File: src/rtl/acl_pkg.sv
// Shared types, constants and the saturating add for the autocorrelation lag core.
package acl_pkg;

   localparam int NUM_LAGS_DEF = 14;
   localparam int SAMPLE_W = 24;
   localparam int PROD_W = 48;
   localparam int SUM_W = 64;
   localparam int LAG_IDX_W = 4;

   typedef struct packed {
      logic signed [SAMPLE_W-1:0] sample;
      logic block_end;
   } req_type;

   typedef struct packed {
      logic [LAG_IDX_W-1:0] lag_index;
      logic signed [SUM_W-1:0] lag_sum;
      logic run_last;
   } rsp_type;

   typedef struct packed {
      logic take;
      logic take_end;
      logic acc_fire;
      logic acc_end;
      logic dump_load;
      logic dump_shift;
   } ctl_type;

   function automatic logic signed [SUM_W-1:0] sat_add(
      input logic signed [SUM_W-1:0] a,
      input logic signed [PROD_W-1:0] b
   );
      logic signed [SUM_W:0] wide;
      logic signed [SUM_W-1:0] res;
      wide = {a[SUM_W-1], a} + {{(SUM_W-PROD_W+1){b[PROD_W-1]}}, b};
      if (wide[SUM_W] != wide[SUM_W-1]) begin
         res = wide[SUM_W] ? {1'b1, {(SUM_W-1){1'b0}}} : {1'b0, {(SUM_W-1){1'b1}}};
      end else begin
         res = wide[SUM_W-1:0];
      end
      return res;
   endfunction

endpackage

File: src/rtl/acl_cell.sv
// One lag cell: delay tap, product register, saturating accumulator and output shift stage.
module acl_cell (
   input  logic clock,
   input  logic reset,
   input  acl_pkg::ctl_type ctl,
   input  logic signed [acl_pkg::SAMPLE_W-1:0] x_in,
   input  logic signed [acl_pkg::SAMPLE_W-1:0] tap_in,
   output logic signed [acl_pkg::SAMPLE_W-1:0] tap_out,
   input  logic signed [acl_pkg::SUM_W-1:0] dump_in,
   output logic signed [acl_pkg::SUM_W-1:0] dump_out
);
   import acl_pkg::*;

   logic signed [SAMPLE_W-1:0] tap_ff;
   logic signed [PROD_W-1:0] prod_ff;
   logic signed [SUM_W-1:0] acc_ff;
   logic signed [SUM_W-1:0] dump_ff;
   logic signed [SUM_W-1:0] sum_in;

   assign sum_in = sat_add(acc_ff, prod_ff);
   assign tap_out = tap_ff;
   assign dump_out = dump_ff;

   always_ff @(posedge clock) begin
      if (reset) begin
         tap_ff <= '0;
         acc_ff <= '0;
      end else begin
         if (ctl.take) begin
            tap_ff <= ctl.take_end ? '0 : tap_in;
         end
         if (ctl.acc_fire) begin
            acc_ff <= ctl.acc_end ? '0 : sum_in;
         end
      end
   end

   always_ff @(posedge clock) begin
      if (ctl.take) begin
         prod_ff <= x_in * tap_in;
      end
      if (ctl.dump_load) begin
         dump_ff <= sum_in;
      end else if (ctl.dump_shift) begin
         dump_ff <= dump_in;
      end
   end

endmodule
File: config.mk
export PLATFORM = sky130hd
export DESIGN_NAME = acl_cell
export DESIGN_NICKNAME = d
export VERILOG_FILES = /design/src/rtl/acl_pkg.sv /design/src/rtl/acl_cell.sv
export SDC_FILE = /design/constraint.sdc
export NUM_CORES = 2
export LEC_CHECK = 0
export ABC_AREA = 1
export BUFFER_PORTS_ARGS = -buffer_cell sky130_fd_sc_hd__buf_2
export CORE_ASPECT_RATIO = 0.8
export CORE_MARGIN = 5
export CORE_UTILIZATION = 50
export CTS_BUF_LIST = sky130_fd_sc_hd__clkbuf_4
export DETAILED_ROUTE_END_ITERATION = 16
export GPL_ROUTABILITY_DRIVEN = 1
export HOLD_SLACK_MARGIN = 0.08
export PLACE_DENSITY = 0.68
export SYNTH_ARGS = -nofsm -noshare
export SYNTH_HDL_FRONTEND = slang
export SYNTH_SLANG_ARGS = --single-unit
File: constraint.sdc
create_clock -name clock -period 8.9 [get_ports clock]
set_input_delay 0 -clock clock [delete_from_list [all_inputs] [get_ports clock]]
set_output_delay 0 -clock clock [all_outputs]
set_load 0.02 [all_outputs]
==> key figures <==
Status
  • Status: finished clean

Synthesis
  • Synth area leader: fa_1
  • Post-synth EDFFs: 112
  • Number of distinct library cells after synthesis: 44
  • Synth area leaders: fa_1 35%, nand2_1 14%, inv_1 12%
  • Synth top area share: 35.1%
  • Fraction of registers with async set/reset: 0%
  • Gate Count Post-Synth: 4560
  • Main synth FF type: edfxtp_1
  • Synth Register Bits: 200
  • Synth warn: 0
  • Syn Area/Cell: 7.61 um^2
  • Post-synth net total: 5486
  • Sequential element share of the synthesized area: 14.8%
  • Post-Syn Area: 0.0347 mm^2

Worst setup path
  • CP max stage delay: 0.94 ns
  • Critical path peak fanout: 25
  • Most used cell, CP: fa_1
  • Worst path cell trace: dlygate4sd3_1 -> buf_2 -> nand2_1 -> inv_1 -> fa_1 -> fa_1 -> fa_1 -> fa_1 -> fa_1 -> fa_1 -> inv_1 -> fa_1 -> inv_1 -> ha_1 -> nand2_1 -> nor2_1 -> inv_1 -> nor4_1 -> o21ai_0 -> nand3_1 -> xor2_1
  • Element type at the critical path start: input pin
  • CP max stage cell: fa_1
  • CP Buf/Inv Count: 6
  • Crit path from: tap_in[0]
  • WS Path Type: input pin to flop
  • RR Startpoint: prod_ff[47]
  • Worst setup EP type: flop
  • WP data arrival: 7.52 ns
  • Critical Path RT: 9.43 ns
  • Crit-path leading delay family: adder cells

Global route
  • First-pass GRT wire length: 171 mm
  • Grt ovf: 0
  • Initial antenna violation count: 4
  • Number of global-route vias before repair: 31500
  • GR Util All Layers: 28.8%
  • Largest net degree at the start of global routing: 97

STA
  • Final Hold Fails: 0
  • Min Tclk post-route: 6.99 ns
  • Setup-failing EPs final: 0
  • Fmax: 143 MHz
  • Rel. slew slack: 21.2%
  • RSZ-0062 raised after global routing: no
  • Fin crit share: 78.5%
  • Slew @ Worst Pin: 1.18 ns
  • Max-slew violations: 0
  • Final Skew: 0.0622 ns
  • Setup TNS: 0 ns

Layout
  • Share of cells above drive strength 1: 5.78%
  • Total Nets Final: 5788
  • Synthesis-to-layout area growth: 12.6%
  • Post-route cell area: 0.0391 mm^2

Drt
  • WL met3: 9.83 mm
  • Final ANT Viol Nets: 0
  • Iter 0 DRT Violations: 2378
  • TritonRoute pass-1 iters: 8
  • WL met2: 47.8 mm
  • Metal-1 WL: 45.5 mm
  • WL final: 106 mm
  • Number of remaining DRC errors: 0
  • Uppermost layer routed: met4
  • Via count: 30300
  • Via density per instance: 5.22
  • Routed WL per cell: 18.2 um

Placement
  • DP HPWL: 81.9 mm
  • RD Place Congestion: 1.02
  • Dpl cell area: 0.0362 mm^2
  • Number of port buffers: 207

Clocking
  • Worst skew pair latency: 0.82 ns
  • Post-CTS resize count: 0
  • Clk buf depth: 2
  • Clk pin slew, worst setup/hold paths: 0.21 ns
  • # H-tree levels: 4
  • CTS buffer count: 17
  • CTS root buffer: clkbuf_4
  • Post-CTS setup buffer count: 0
  • CTS tree: yes
  • CTS sink cnt: 200

Die
  • Die H: 246 um
  • CORE AREA: 0.0689 mm^2
  • Total die area: 0.0748 mm^2
  • IO Pins: 208
  • Die width: 305 um
  • Std cell rows: 86
  • Initial core utilization: 50.4%

Min path
  • Worst Hold Launch: ctl[0]
  • Hold WC Path Type: input pin to flop

Job
  • Max-cap violation count: 0
==> worst reg2reg max path, stage by stage, from the launching register on <==
cell and delay [ns]:
edfxtp_1 0.76, ha_1 0.60, nand2_1 0.13, inv_1 0.07
nand2_1 0.09, nor3_1 0.27, nand3_1 0.18, nor2_1 0.12
nand2_1 0.10, nand2_1 0.07, nand2_1 0.05, nand2_2 0.16
inv_2 0.08, nand3_4 0.36, buf_4 0.74, nand3_1 0.28
nand2_1 0.17, dlygate4sd3_1 0.60
==> layout by cell type, fill, tap and decap left out, types with 11 or more instances in the layout <==
cell type,netlist,final
ha_1,198,198
nor3_1,31,31
dfxtp_1,88,88
xnor2_1,53,53
xor2_1,41,41
a21o_1,11,11
nand2_1,1278,1278
dlygate4sd3_1,0,250
a21oi_1,227,227
nor2_1,205,204
nand3_1,201,201
o21ai_0,81,81
edfxtp_1,112,112
inv_1,1125,1123
a31oi_1,11,11
inv_2,14,16
fa_1,608,608
o21bai_1,25,25
clkbuf_4,0,18
nand4_1,14,14
buf_2,7,206
==> cell type report <==
class,instances,area (um^2)
timing repair buffer,464,3590
sequential,200,5120
fill,6417,29800
multi-input combinational,3039,24600
clock inverter,14,184
tap,924,1160
antenna,10,25.0
clock buffer,18,135
inverter,1140,4280
==> Yosys cell counts, types with 25 or more instances <==
master,instances
ha_1,198
o21bai_1,25
xnor2_1,53
nand2_1,1278
xor2_1,41
dfxtp_1,88
nand3_1,201
fa_1,608
nor3_1,31
edfxtp_1,112
inv_1,1125
nor2_1,205
o21ai_0,81
a21oi_1,227
clkbuf_1,154
==> per-layer routing <==
layer / vias to the layer above / track usage [%]
met5: - / 0
met4: 0 / 8.70
met3: 202 / 6.54
met2: 1238 / 45.8
met1: 14800 / 40.0
li1: 14100 / -
==> logic make-up after synthesis <==
family / Yosys count / synth area share, %
buffers and inverters: 1321 / 14.5
XOR/XNOR: 94 / 2.37
adder cells (fa/ha/maj): 806 / 42.2
AND/OR/NAND/NOR: 1767 / 20.4
flip-flops: 200 / 14.8
AO/OA/AOI/OAI: 372 / 5.77
==> state kept, by name, indices dropped and copies added (netlist names) <==
signal and flops:
acc_ff 64, dump_out 64, tap_out 24, prod_ff 48
==> worst paths after layout <==
check / endpoint / slack [ns] / cells after the start
min: dump_out[1] / 0.19 / 3
max reg2reg: dump_out[58] / 3.99 / 17
min reg2reg: acc_ff[32] / 0.48 / 2
max: prod_ff[40] / 1.91 / 21
==> timing repair <==
action | 4_1_cts | 5_1_grt
endpoints found under the hold margin | 202 | 0
setup endpoints to repair | 0 | 0
hold buffers | 250 | 0
==> through the flow <==
stage / hold slack [ns] / std cells / setup WS, ns / util [%]
2_1_floorplan: 0.112 / 4560 / 2.66 / -
3_3_place_gp: 0.273 / 5517 / 1.78 / 52.6
3_5_place_dp: 0.276 / 5517 / 1.74 / 52.6
4_1_cts: 0.135 / 5799 / 2.03 / 56.7
5_1_grt: 0.135 / 5807 / 1.48 / 56.7
6_report: 0.192 / 5809 / 1.91 / 56.7
Power is not shown: default switching activity piles up to over one toggle a cycle in this logic, so the estimate is an artifact.
